===== src/hdl/fpbf_pkg.sv =====
package fpbf_pkg;

    localparam int RATE_W     = 22;
    localparam int SAMPLE_W   = 16;
    localparam int MAG_W      = 17;
    localparam int PEAK_W     = 9;
    localparam int FREQ_W     = 21;
    localparam int V_W        = 34;
    localparam int CSU_W      = 36;
    localparam int MUL_B_W    = 16;
    localparam int MUL_P_W    = RATE_W + MUL_B_W;
    localparam int SQRT_STEPS = 17;

    localparam logic [RATE_W-1:0] RATE_RESET = 22'd1000000;
    localparam logic [MAG_W-1:0]  MAG_MAX    = 17'd92681;

    typedef struct packed {
        logic signed [SAMPLE_W-1:0] bin_real;
        logic signed [SAMPLE_W-1:0] bin_imag;
    } t_in_item;

    typedef struct packed {
        logic [MAG_W-1:0]  magnitude;
        logic [PEAK_W-1:0] peak_bin;
        logic [FREQ_W-1:0] frequency_hz;
        logic              frame_done;
    } t_out_item;

    typedef enum logic [3:0] {
        S_IDLE,
        S_SQ_RE,
        S_SQ_IM,
        S_SUM,
        S_SQRT,
        S_UPD,
        S_MUL,
        S_LOAD,
        S_DONE
    } t_state;

endpackage


===== src/hdl/fpbf_csu.sv =====
module fpbf_csu
    import fpbf_pkg::*;
(
    input  logic [CSU_W-1:0] i_a,
    input  logic [CSU_W-1:0] i_b,
    output logic [CSU_W-1:0] o_diff,
    output logic             o_ge
);

    logic borrow;

    assign {borrow, o_diff} = {1'b0, i_a} - {1'b0, i_b};
    assign o_ge = !borrow;

endmodule


===== src/hdl/fpbf_mul.sv =====
module fpbf_mul
    import fpbf_pkg::*;
(
    input  logic                i_clk,
    input  logic [RATE_W-1:0]   i_a,
    input  logic [MUL_B_W-1:0]  i_b,
    output logic [MUL_P_W-1:0]  o_prod
);

    logic [MUL_P_W-1:0] r_prod;

    always_ff @(posedge i_clk) begin
        r_prod <= MUL_P_W'(i_a) * MUL_P_W'(i_b);
    end

    assign o_prod = r_prod;

endmodule


===== src/hdl/fft_peak_bin_frequency.sv =====
// Each bin passes from acceptance to a valid result in order: S_SQ_RE, S_SQ_IM and S_SUM square
// and sum its parts, 17 square root steps follow, then S_UPD and S_DONE update the peak and write back.
// For the last bin of a frame, S_MUL and S_LOAD form the rate times peak product and shift it down.
// A new bin is accepted only in S_IDLE, after the previous result is written, so bins are not
// overlapped; a stalled output holds the sequencer in S_DONE.
// Synchronous active-low reset restores the sample rate to 1000000 and restarts the frame.
module fft_peak_bin_frequency
    import fpbf_pkg::*;
#(
    parameter int FFT_POINTS = 1024
) (
    input  logic              i_clk,
    input  logic              i_rst_n,
    input  logic              i_in_valid,
    output logic              o_in_stall,
    input  t_in_item          i_in_data,
    output logic              o_out_valid,
    input  logic              i_out_stall,
    output t_out_item         o_out_data,
    input  logic              i_cfg_valid,
    output logic              o_cfg_ready,
    input  logic [RATE_W-1:0] i_cfg_data
);

    localparam int HALF = FFT_POINTS / 2;
    localparam int IW   = $clog2(HALF);
    localparam int PW   = RATE_W + IW;
    localparam int DW   = $clog2(FFT_POINTS);
    localparam int KW   = $clog2(SQRT_STEPS);
    localparam logic [IW-1:0] LAST_IDX  = IW'(HALF - 1);
    localparam logic [KW-1:0] SQRT_TOP  = KW'(SQRT_STEPS - 1);

    t_state r_state, n_state;

    logic [RATE_W-1:0]   r_rate;
    logic [IW-1:0]       r_cnt;
    logic [MAG_W-1:0]    r_best_mag;
    logic [IW-1:0]       r_best_idx;
    logic                r_out_valid;
    t_out_item           r_out_data;

    logic [SAMPLE_W-1:0] r_re, r_im;
    logic [31:0]         r_acc;
    logic [V_W-1:0]      r_v;
    logic [V_W:0]        r_root;
    logic [KW-1:0]       r_k;
    logic [MAG_W-1:0]    r_mag;
    logic [FREQ_W-1:0]   r_freq;
    logic                r_last;

    logic [RATE_W-1:0]   mul_a;
    logic [MUL_B_W-1:0]  mul_b;
    logic [MUL_P_W-1:0]  mul_p;
    logic [CSU_W-1:0]    csu_a, csu_b, csu_diff;
    logic                csu_ge;
    logic [V_W-1:0]      sq_bit;
    logic [MAG_W-1:0]    mag_now;
    logic                in_take, done_go;

    fpbf_mul u_mul (
        .i_clk  (i_clk),
        .i_a    (mul_a),
        .i_b    (mul_b),
        .o_prod (mul_p)
    );

    fpbf_csu u_csu (
        .i_a    (csu_a),
        .i_b    (csu_b),
        .o_diff (csu_diff),
        .o_ge   (csu_ge)
    );

    assign in_take = i_in_valid && (r_state == S_IDLE);
    assign done_go = (r_state == S_DONE) && (!r_out_valid || !i_out_stall);
    assign sq_bit  = V_W'(1) << {r_k, 1'b0};
    assign mag_now = r_root[MAG_W-1:0];

    always_comb begin
        n_state = r_state;
        case (r_state)
            S_IDLE:  if (i_in_valid) n_state = S_SQ_RE;
            S_SQ_RE: n_state = S_SQ_IM;
            S_SQ_IM: n_state = S_SUM;
            S_SUM:   n_state = S_SQRT;
            S_SQRT:  if (r_k == '0) n_state = S_UPD;
            S_UPD:   n_state = (r_cnt == LAST_IDX) ? S_MUL : S_DONE;
            S_MUL:   n_state = S_LOAD;
            S_LOAD:  n_state = S_DONE;
            S_DONE:  if (done_go) n_state = S_IDLE;
            default: n_state = S_IDLE;
        endcase
    end

    always_comb begin
        mul_a = '0;
        mul_b = '0;
        csu_a = '0;
        csu_b = '0;
        case (r_state)
            S_SQ_RE: begin
                mul_a = RATE_W'(r_re);
                mul_b = r_re;
            end
            S_SQ_IM: begin
                mul_a = RATE_W'(r_im);
                mul_b = r_im;
            end
            S_MUL: begin
                mul_a = r_rate;
                mul_b = MUL_B_W'(r_best_idx);
            end
            S_SQRT: begin
                csu_a = CSU_W'(r_v);
                csu_b = CSU_W'(r_root | {1'b0, sq_bit});
            end
            S_UPD: begin
                csu_a = CSU_W'(mag_now);
                csu_b = CSU_W'(r_best_mag);
            end
            default: begin
                mul_a = '0;
            end
        endcase
    end

    always_ff @(posedge i_clk) begin
        if (!i_rst_n) begin
            r_state     <= S_IDLE;
            r_rate      <= RATE_RESET;
            r_cnt       <= '0;
            r_best_mag  <= '0;
            r_best_idx  <= IW'(1);
            r_out_valid <= 1'b0;
        end else begin
            r_state <= n_state;
            if (i_cfg_valid && o_cfg_ready) begin
                r_rate <= i_cfg_data;
            end
            if (r_state == S_UPD && r_cnt != '0 && csu_ge) begin
                r_best_mag <= mag_now;
                r_best_idx <= r_cnt;
            end
            if (done_go) begin
                r_out_valid <= 1'b1;
                if (r_last) begin
                    r_cnt      <= '0;
                    r_best_mag <= '0;
                    r_best_idx <= IW'(1);
                end else begin
                    r_cnt <= r_cnt + IW'(1);
                end
            end else if (r_out_valid && !i_out_stall) begin
                r_out_valid <= 1'b0;
            end
        end
    end

    always_ff @(posedge i_clk) begin
        if (in_take) begin
            r_re <= i_in_data.bin_real[SAMPLE_W-1] ? SAMPLE_W'(~i_in_data.bin_real + 1'b1)
                                                   : i_in_data.bin_real;
            r_im <= i_in_data.bin_imag[SAMPLE_W-1] ? SAMPLE_W'(~i_in_data.bin_imag + 1'b1)
                                                   : i_in_data.bin_imag;
        end
        case (r_state)
            S_SQ_IM: begin
                r_acc <= mul_p[31:0];
            end
            S_SUM: begin
                r_v    <= {V_W'(r_acc) + V_W'(mul_p[31:0])} << 2;
                r_root <= '0;
                r_k    <= SQRT_TOP;
            end
            S_SQRT: begin
                if (csu_ge) begin
                    r_v    <= csu_diff[V_W-1:0];
                    r_root <= (r_root >> 1) | {1'b0, sq_bit};
                end else begin
                    r_root <= r_root >> 1;
                end
                r_k <= r_k - KW'(1);
            end
            S_UPD: begin
                r_mag  <= (r_cnt == '0) ? (mag_now >> 1) : mag_now;
                r_last <= (r_cnt == LAST_IDX);
            end
            S_LOAD: begin
                r_freq <= FREQ_W'(mul_p[PW-1:DW]);
            end
            default: begin
                r_k <= r_k;
            end
        endcase
        if (done_go) begin
            r_out_data.magnitude    <= r_mag;
            r_out_data.peak_bin     <= PEAK_W'(r_best_idx);
            r_out_data.frequency_hz <= r_last ? r_freq : '0;
            r_out_data.frame_done   <= r_last;
        end
    end

    assign o_in_stall  = (r_state != S_IDLE);
    assign o_out_valid = r_out_valid;
    assign o_out_data  = r_out_data;
    assign o_cfg_ready = (r_state == S_IDLE);

    a_take_then_busy: assert property (@(posedge i_clk) disable iff (!i_rst_n)
        (i_in_valid && !o_in_stall) |=> o_in_stall)
        else $error("input accepted without the sequencer leaving idle");

    a_best_idx_nonzero: assert property (@(posedge i_clk) disable iff (!i_rst_n)
        r_best_idx != '0)
        else $error("peak index fell to bin zero");

    a_result_from_done: assert property (@(posedge i_clk) disable iff (!i_rst_n)
        $rose(r_out_valid) |-> ($past(r_state) == S_DONE))
        else $error("result written outside the final state");

    a_mag_bound: assert property (@(posedge i_clk) disable iff (!i_rst_n)
        o_out_valid |-> (o_out_data.magnitude <= MAG_MAX))
        else $error("magnitude beyond its range");

endmodule

===== config.mk =====
export PLATFORM = sky130hd
export DESIGN_NAME = fft_peak_bin_frequency
export DESIGN_NICKNAME = d
export VERILOG_FILES = /design/src/hdl/fpbf_pkg.sv /design/src/hdl/fpbf_csu.sv /design/src/hdl/fpbf_mul.sv /design/src/hdl/fft_peak_bin_frequency.sv
export SDC_FILE = /design/constraint.sdc
export NUM_CORES = 1
export LEC_CHECK = 0
export BUFFER_PORTS_ARGS = -buffer_cell sky130_fd_sc_hd__buf_2
export CAP_MARGIN = 20
export CORE_UTILIZATION = 28
export DETAILED_ROUTE_END_ITERATION = 16
export HOLD_SLACK_MARGIN = 0.06
export SETUP_SLACK_MARGIN = 0.05
export SYNTH_ARGS = -nofsm -noshare
export SYNTH_HDL_FRONTEND = slang
export SYNTH_SLANG_ARGS = --single-unit

===== constraint.sdc =====
create_clock -name i_clk -period 8.4 [get_ports i_clk]
set_input_delay 0.84 -clock i_clk [delete_from_list [all_inputs] [get_ports i_clk]]
set_output_delay 0.84 -clock i_clk [all_outputs]
set_load 0.01 [all_outputs]

# [Word-level counts from Yosys, hierarchy flattened]
# Index checks and enable logic that the tools add are counted.
[word_totals] out_inout_bits=51 elab_cells=93 reg_bits=319 inputBits=59
[classes] reduce_logical=19 n_eq_ne=13 addsub=6 muxes=26 mul=1 bitwise_logic=4 shift=1
[op_table] operator="$pmux 35 s2" n=2
[op_table] operator="$pmux 34 s2" n=2
[op_table] operator="$mux 34" n=2
[op_table] operator="$pmux 22 s3" n=1
[op_table] operator="$mux 17" n=3
[op_table] operator="$pmux 16 s3" n=1
[op_table] operator="$mux 9" n=4
[op_table] operator="$pmux 4 s9" n=1
[op_table] operator="$sub 34x35->36" n=1
[op_table] operator="$or 35x34->35" n=1
[op_table] operator="$or 34x34->34" n=1
[op_table] operator="$shl 1x6->34 const A" n=1
[op_table] operator="$add 16x1->16 const B" n=2
[op_table] operator="$add 32x32->32" n=1
[op_table] operator="$mul 22x16->32" n=1
[op_table] operator="$not 16->16" n=2
[op_table] operator="$mux 15" n=2
[op_table] operator="$eq 4x3->1 const B" n=4
[op_table] operator="$mux 16" n=1
[op_table] operator="$mux 4" n=4
[op_table] operator="$pmux 5 s2" n=1
[op_table] operator="$add 9x1->9 const B" n=1
[op_table] operator="$eq 9x9->1 const B" n=1
[op_table] operator="$logic_not 9->1" n=1
[op_table] operator="16 further kinds" n=29

# [Longest topological paths before layout]
# Gate-level depths: netlist of run 1.
[logic_depth] ltp_word=9 ltp_mapped=32 mapped_depth_nobuf=27

# [Hierarchy]
# Synthesis of run 1 repeated with hierarchy kept, for this count alone.
[unflattened] cells_unflattened=2917 hier_area_um2=27816.7
[by_module_without_submodules] module="fft_peak_bin_frequency" area_per_inst_um2=13470.4 cells_per_inst=1226 n_inst=1 seq_area_each_um2=7937.6
[by_module_without_submodules] module="fpbf_mul" area_per_inst_um2=12186.7 cells_per_inst=1376 n_inst=1 seq_area_each_um2=760.7
[by_module_without_submodules] module="fpbf_csu" area_per_inst_um2=2159.6 cells_per_inst=315 n_inst=1 seq_area_each_um2=0.0

# [Worst setup path after synthesis of run 1]
# OpenSTA, ideal clock, no wires.
[synth_timing] path_type="register to register" start="reg r_state[0]" end="reg u_mul.r_prod[29] (netlist: u_mul.o_prod[29])" stages_incl_launch_ff=30 arrival_ns=8.097 setup_ns=0.122 slack_ns=0.181 path_buffers=2 period_less_slack_ns=8.219 t_required_ns=8.278 cell_sequence="dfxtp_1 nand2b_1 nor3_1 clkbuf_1 a22oi_1 nand2_1 clkbuf_1 nand2_1 fa_1 inv_1 fa_1 inv_1 fa_1 inv_1 fa_1 fa_1 inv_1 fa_1 inv_1 ha_1 and3_1 nor3_1 nor2_1 a211oi_2 o22ai_1 o41a_1 a21o_1 nand2_1 nand2_1 xor2_1"
[synth_via] elab_chain_cells=3 elab_cells_between_ends=6 cone_classes="mul (1); eq/ne (3); mux (2)"
[synth_lines] element="start: declaration" line_no="fft_peak_bin_frequency.sv:33" text="t_state r_state, n_state;"
[synth_lines] element="start signal: assignment" line_no="fft_peak_bin_frequency.sv:136" text="r_state <= n_state;"
[synth_lines] element="$eq 4x3->1 (tied with other cells)" line_no="fft_peak_bin_frequency.sv:100" text="case (r_state)"
[synth_lines] element="$pmux 22 s3 / $pmux 16 s3 (equally long branches)" line_no="fft_peak_bin_frequency.sv:100"
[synth_lines] element="$mul 22x16->32 (*)" line_no="fpbf_mul.sv:13" text="r_prod <= MUL_P_W'(i_a) * MUL_P_W'(i_b);"
[synth_lines] element="end signal: assignment" line_no="fpbf_mul.sv:13"
[synth_lines] element="end: declaration" line_no="fpbf_mul.sv:10" text="logic [MUL_P_W-1:0] r_prod;"
# Mark *: on every way between the ends. The rest lies on a longest branch, timed or not.
# A chain may end at the register's enable or synchronous reset.

# [Final worst setup path of run 1]
[layout_timing] start="reg r_state[0]" end="reg u_mul.r_prod[31] (netlist: u_mul.o_prod[31])"
# Same word-level chain as after synthesis.

==> metrics, run 1 <==
status finished clean; total wire length 63,700 um; Diodes inserted 0; Final Critical Period 7840 ps; layout overhead on the synthesized area 13.3%; Synthesis Warnings 0; Core Util, Final 0.322; htree depth 2; Slew @ Worst Pin 959 ps; clock sinks 317; reg-to-reg slack, setup 560 ps; Post-Layout Cell Count 3,870; switch share 0.370; RSZ-0062 raised after global routing false; Leak 12.1 nW; clock-pin slew on the worst setup and hold paths 60 ps; # rows 109; die area 91,700 sq um; final instance area 28,700 sq um; fin crit share 0.933; predominant post-synthesis flop cell edfxtp_1; Fin Setup TNS 0 ps; initial antenna violation count 0; initial core utilization 0.285; IO buf count 109; routed wl met3 3230 um; metal2 WL 30,800 um; Sw Pwr 2.26 mW; Fin. Hold Viols 0; core region area 89,100 sq um; Max Slew Vio Count 0; clock buffer depth 3; cells on worst reg2reg path 27; met1 wire length 27,700 um; combinational share of power 0.403; CTS tree done; crit path launch r_state[0]; most frequent cells in the layout nand2_1, inv_1, fa_1, nor2_1, edfxtp_1; Total GRT Usage 0.144; CP required 8790 ps; cts hold-fix bufs 0; largest net degree at the start of global routing 67; post-synth cell types 78; sequential area share after synthesis 0.338; Worst slew margin 0.359; die width 303 um; Placed Instances 3,800; vias in the first global route 18,773; Mapped Area 25,300 sq um; EDFF count, synth 223; ANT nets after route 0; Clk Latency, worst-skew pair 560 ps; crit path DAT 8230 ps; Max Fclk 0.128 GHz; CTS resizes 0; PD cells 213 nW/um^2; Filler cells 9,141; Post-synth ARST share 0; TritonCTS Buffers 38; VDD IR-drop max 0.000114 V; Mapped Avg Cell Area 9.93 sq um; Routed wire per std cell 16.4 um; TritonRoute pass-1 iters 5; Root Driver clkbuf_16; crit end category flip-flop; worst min path class reg -> reg; Post CTS Setup Buffer Count 0; Worst Clk Skew 33.6 ps; first-pass GRT wire length 103,000 um; vias per inst 4.64; most common cell after layout, fill and taps aside nand2_1; FF-to-FF End u_mul.o_prod[31]; Overflow after GRT 0; gp weighted congestion 0.916; crit path launch type flip-flop; kind of critical path reg -> reg; dpl hpwl 50,400 um; clock share of power 0.269; Synth Register Bits 317; Int Power 3.85 mW; Final setup violation count 0; layout cells sized above 1 0.0957; Iter 0 DRT Violations 1,237; Reg power frac 0.328; Synth Instances 2,553; Hold WS 410 ps; Setup crit end u_mul.o_prod[31]; Layout Nets 3,156; Worst Path Max Fanout 10; placed cell area 27,500 sq um; maxcap violations 0; reg2reg start r_state[0]; DRC viols 0; vias post-DR 17,963; I/O pin total 110; die height 303 um; top layer in use met4
power by group through the flow:
stage,Sequential (mW),Clock (mW),Combinational (mW)
2_1_floorplan,1.98,0,1.79
3_3_place_gp,2.04,0,2.44
3_5_place_dp,2.04,0,2.46
4_1_cts,2.01,1.69,2.48
5_1_grt,2.02,1.74,2.81
6_report,2.00,1.64,2.46
metrics by stage:
stage / setup slack (ps) / total power, mW
after floorplan: 181 / 3.77
after global placement: 832 / 4.48
after detailed placement: 649 / 4.50
after CTS: 653 / 6.17
after global routing: 85.7 / 6.57
final: 560 / 6.11
final cells by class:
type | count | area [sq um] | area share
clock buffer | 51 | 1040 | 0.0363
timing repair buffer | 152 | 868 | 0.0302
sequential | 317 | 8580 | 0.299
inverter | 342 | 1280 | 0.0447
clock inverter | 19 | 213 | 0.00741
multi-input combinational | 1824 | 15300 | 0.532
tap | 1165 | 1460 | 0.0508
cell usage after synthesis, types with 26 or more instances:
cell / n / area, sq um
nor2_1: 244 / 916
fa_1: 267 / 5350
edfxtp_1: 223 / 6700
ha_1: 155 / 1940
and2_1: 73 / 457
o21ai_0: 83 / 415
a21o_1: 35 / 263
xor2_1: 41 / 359
nand2b_1: 34 / 213
inv_1: 340 / 1280
dfxtp_1: 94 / 1880
nand2_1: 346 / 1300
a21oi_1: 99 / 495
xnor2_1: 77 / 674
nand3_1: 26 / 130
clkbuf_1: 82 / 308
mux2i_1: 33 / 330
sequential cells by signal, summed over array words and instances, names as in the netlist, 4 cells and up:
name and count:
r_re 16, r_state 4, r_root 33, u_mul.o_prod 32, r_rate 22, r_acc 32, r_freq 21, r_k 5
r_im 16, r_best_mag 17, r_cnt 9, r_mag 17, o_out_data 48, r_v 34, r_best_idx 9
worst max-delay path, cell delays in order (launching register included):
cell	delay, ps
dfxtp_1	430
nand2b_1	180
nor3_2	420
buf_4	260
a22o_1	380
inv_1	250
nand2_1	340
nand2_1	130
fa_1	510
fa_1	470
fa_1	540
inv_1	50
fa_1	450
fa_1	520
inv_1	50
fa_1	470
inv_1	40
ha_1	340
and3_1	190
nor3_1	240
nor2_1	80
a211oi_2	260
o22ai_1	150
o41a_1	410
nand4_1	120
nand4b_1	100
a21oi_1	190
xnor2_1	80
metal layers:
layer  global-route usage  vias up
li1                     -     8616
met1                0.183     8853
met2                0.246      387
met3               0.0245      107
met4               0.0483        0
met5                    0        -
worst min-delay path by stage:
stage          startpoint              to  cells past startpoint
5_1_grt         r_mag[15]  o_out_data[46]                      0
6_report        r_mag[10]  o_out_data[41]                      0
3_3_place_gp    r_mag[16]  o_out_data[47]                      0
2_1_floorplan    r_mag[0]  o_out_data[31]                      0
3_5_place_dp     r_mag[7]  o_out_data[38]                      0
4_1_cts         r_mag[10]  o_out_data[41]                      0
cells by family (layout without fill, tap and decap cells):
logic type      Yosys count  count (layout)  synth area share
simple gates            830             830             0.146
buf+inv                 431             564            0.0647
fa+ha+maj               422             422             0.287
compound gates          384             384             0.102
flops                   317             317             0.338
xor+xnor                118             118            0.0408
mux                      49              49            0.0201
other cells               2              21          0.000296
(Power assumes the default switching activity.)
==> run 2, diff against run 1 <==
--- a/config.mk
+++ b/config.mk
@@ -10,6 +10,7 @@
 export CORE_UTILIZATION = 28
 export DETAILED_ROUTE_END_ITERATION = 16
 export HOLD_SLACK_MARGIN = 0.06
+export MAX_ROUTING_LAYER = met4
 export SETUP_SLACK_MARGIN = 0.05
 export SYNTH_ARGS = -nofsm -noshare
 export SYNTH_HDL_FRONTEND = slang
==> run 2 against run 1 <==
  * Combinational power barely moved
  * Clock skew rose by 2.1 ps
  * Critical path depth rose by 1
  * Critical endpoint unchanged
  * Largest power group unchanged
  * Utilization barely moved
  * First-iteration DRC count fell by 0.81%
  * Wire length rose by 0.24%
  * Power rose by 0.28%
==> metrics, run 2 (synthesis results as in run 1) <==
vias post-DR 17,963 (unchanged); Worst Clk Skew 35.7 ps (+2.13 ps); placed cell area 27,500 sq um (about the same); Root Driver clkbuf_16; kind of critical path reg -> reg; crit path launch r_state[1]; Leak 12.1 nW (+0.11%); Worst slew margin 0.377 (+0.0178); # rows 109 (unchanged); layout overhead on the synthesized area 13.3% (about the same); DRC viols 0 (unchanged); Max Fclk 0.128 GHz (+0.28%); Max Slew Vio Count 0 (unchanged); fin crit share 0.931 (-0.00257); CTS tree done; hold_sp r_mag[9]; largest net degree at the start of global routing 64 (-4.5%); clock-pin slew on the worst setup and hold paths 70 ps (about the same); Fin Setup TNS 0 ps (unchanged); die width 303 um (unchanged); Final Critical Period 7820 ps (-21.6 ps); Core Util, Final 0.322 (about the same); Iter 0 DRT Violations 1,227 (-0.81%); vias per inst 4.64 (about the same); Clk Latency, worst-skew pair 570 ps (about the same); CP required 8810 ps (+20 ps); global routing usage on met2 0.249 (+0.00315); Largest register FFs 48 (unchanged); maxcap violations 0 (unchanged); I/O pin total 110 (unchanged); RSZ-0062 raised after global routing false; TritonRoute pass-1 iters 5 (unchanged); initial core utilization 0.285 (unchanged); crit path DAT 8230 ps (about the same); most common cell after layout, fill and taps aside nand2_1; crit path launch type flip-flop; layout cells sized above 1 0.0962 (+0.000476); Slew @ Worst Pin 932 ps (-26.6 ps); met3 Use GR 0.0170 (-0.00752); Routed wire per std cell 16.5 um (+0.29%); VDD IR-drop max 0.000134 V (+18%); total wire length 63,800 um (+0.24%); Largest regs o_out_data (48), r_v (34), r_root (33); Final setup violation count 0 (unchanged); slowest stage delay, CP 590 ps (+50 ps); TritonCTS Buffers 37 (-2.6%); dpl hpwl 50,300 um (-0.13%); gr busiest metal met2; initial antenna violation count 1 (+1); clock sinks 317 (unchanged); Layout Nets 3,154 (-0.063%); cts hold-fix bufs 0 (unchanged); htree depth 2 (unchanged); Fin. Hold Viols 0 (unchanged); Total GRT Usage 0.149 (+0.00501); vias in the first global route 18,773 (unchanged); CP most frequent cell fa_1; most frequent cells in the layout nand2_1, inv_1, fa_1, nor2_1, edfxtp_1; ANT nets after route 0 (unchanged); die area 91,700 sq um (unchanged); worst min path class reg -> reg; PD cells 213 nW/um^2 (+0.30%); clock buffer depth 3 (unchanged); first-pass GRT wire length 103,000 um (+0.20%); status finished clean; IO buf count 109 (unchanged); Top reg by flops o_out_data; Worst Path Max Fanout 12 (+2); core region area 89,100 sq um (unchanged); final instance area 28,700 sq um (about the same); die height 303 um (unchanged); Hold WS 417 ps (+6.95 ps); Slowest cell on crit path a22oi_1; reg2reg start r_state[1]; GRT met1 Usage 0.188 (+0.00491); gp weighted congestion 0.930 (+1.5%); Overflow after GRT 0 (unchanged); crit end category flip-flop
## run 2: what timing repair did
action / in CTS / in global routing
gates resized for setup: 0 / 1
buffers inserted: 0 / 0
endpoints found under the setup margin: 0 / 4
## run 2: routing by layer
| layer | wire, um | vias to the layer above | share of wire |
|---|---|---|---|
| met5 | 0 | - | 0 |
| met4 | 1830 | 0 | 0.029 |
| met3 | 2630 | 104 | 0.041 |
| met2 | 31000 | 406 | 0.49 |
| met1 | 28300 | 8847 | 0.44 |
| li1 | - | 8606 | - |
## run 2: power breakdown
group / leakage (nW) / switching [mW] / total [mW] / internal, mW
Clock: 0.611 / 0.671 / 1.66 / 0.990
Sequential: 2.83 / 0.104 / 2.00 / 1.90
Combinational: 8.63 / 1.48 / 2.46 / 0.978
## run 2: worst max-delay path, delay by kind of cell, from the launching register on
| family | cells | cell delay, ps |
|---|---|---|
| xor+xnor | 1 | 80 |
| compound gates | 7 | 2040 |
| flops | 1 | 420 |
| fa+ha+maj | 7 | 3280 |
| buf+inv | 7 | 1060 |
| simple gates | 6 | 790 |
## run 2: final timing paths
path | slack [ps] | to | cells after the start
worst max register to register | 580 | u_mul.o_prod[31] | 28
worst min-delay path | 420 | o_out_data[40] | 0
worst max-delay path | 580 | u_mul.o_prod[31] | 28
worst min register to register | 420 | o_out_data[40] | 0
## run 2: layout make-up
| class | count | area [sq um] |
|---|---|---|
| Clock inverter | 20 | 236 |
| Tap cell | 1165 | 1460 |
| Timing Repair Buffer | 151 | 861 |
| Sequential cell | 317 | 8580 |
| Clock buffer | 48 | 1020 |
| Multi-Input combinational cell | 1824 | 15300 |
| Inverter | 342 | 1280 |
| Antenna cell | 1 | 2.50 |
| Fill cell | 9187 | 60300 |
## run 2: through the flow
step / setup slack, ps / cells / power, mW
2_1_floorplan: 181 / 2572 / 3.77
3_3_place_gp: 750 / 3799 / 4.48
3_5_place_dp: 585 / 3799 / 4.49
4_1_cts: 541 / 3867 / 6.18
5_1_grt: 141 / 3868 / 6.58
6_report: 581 / 3868 / 6.12
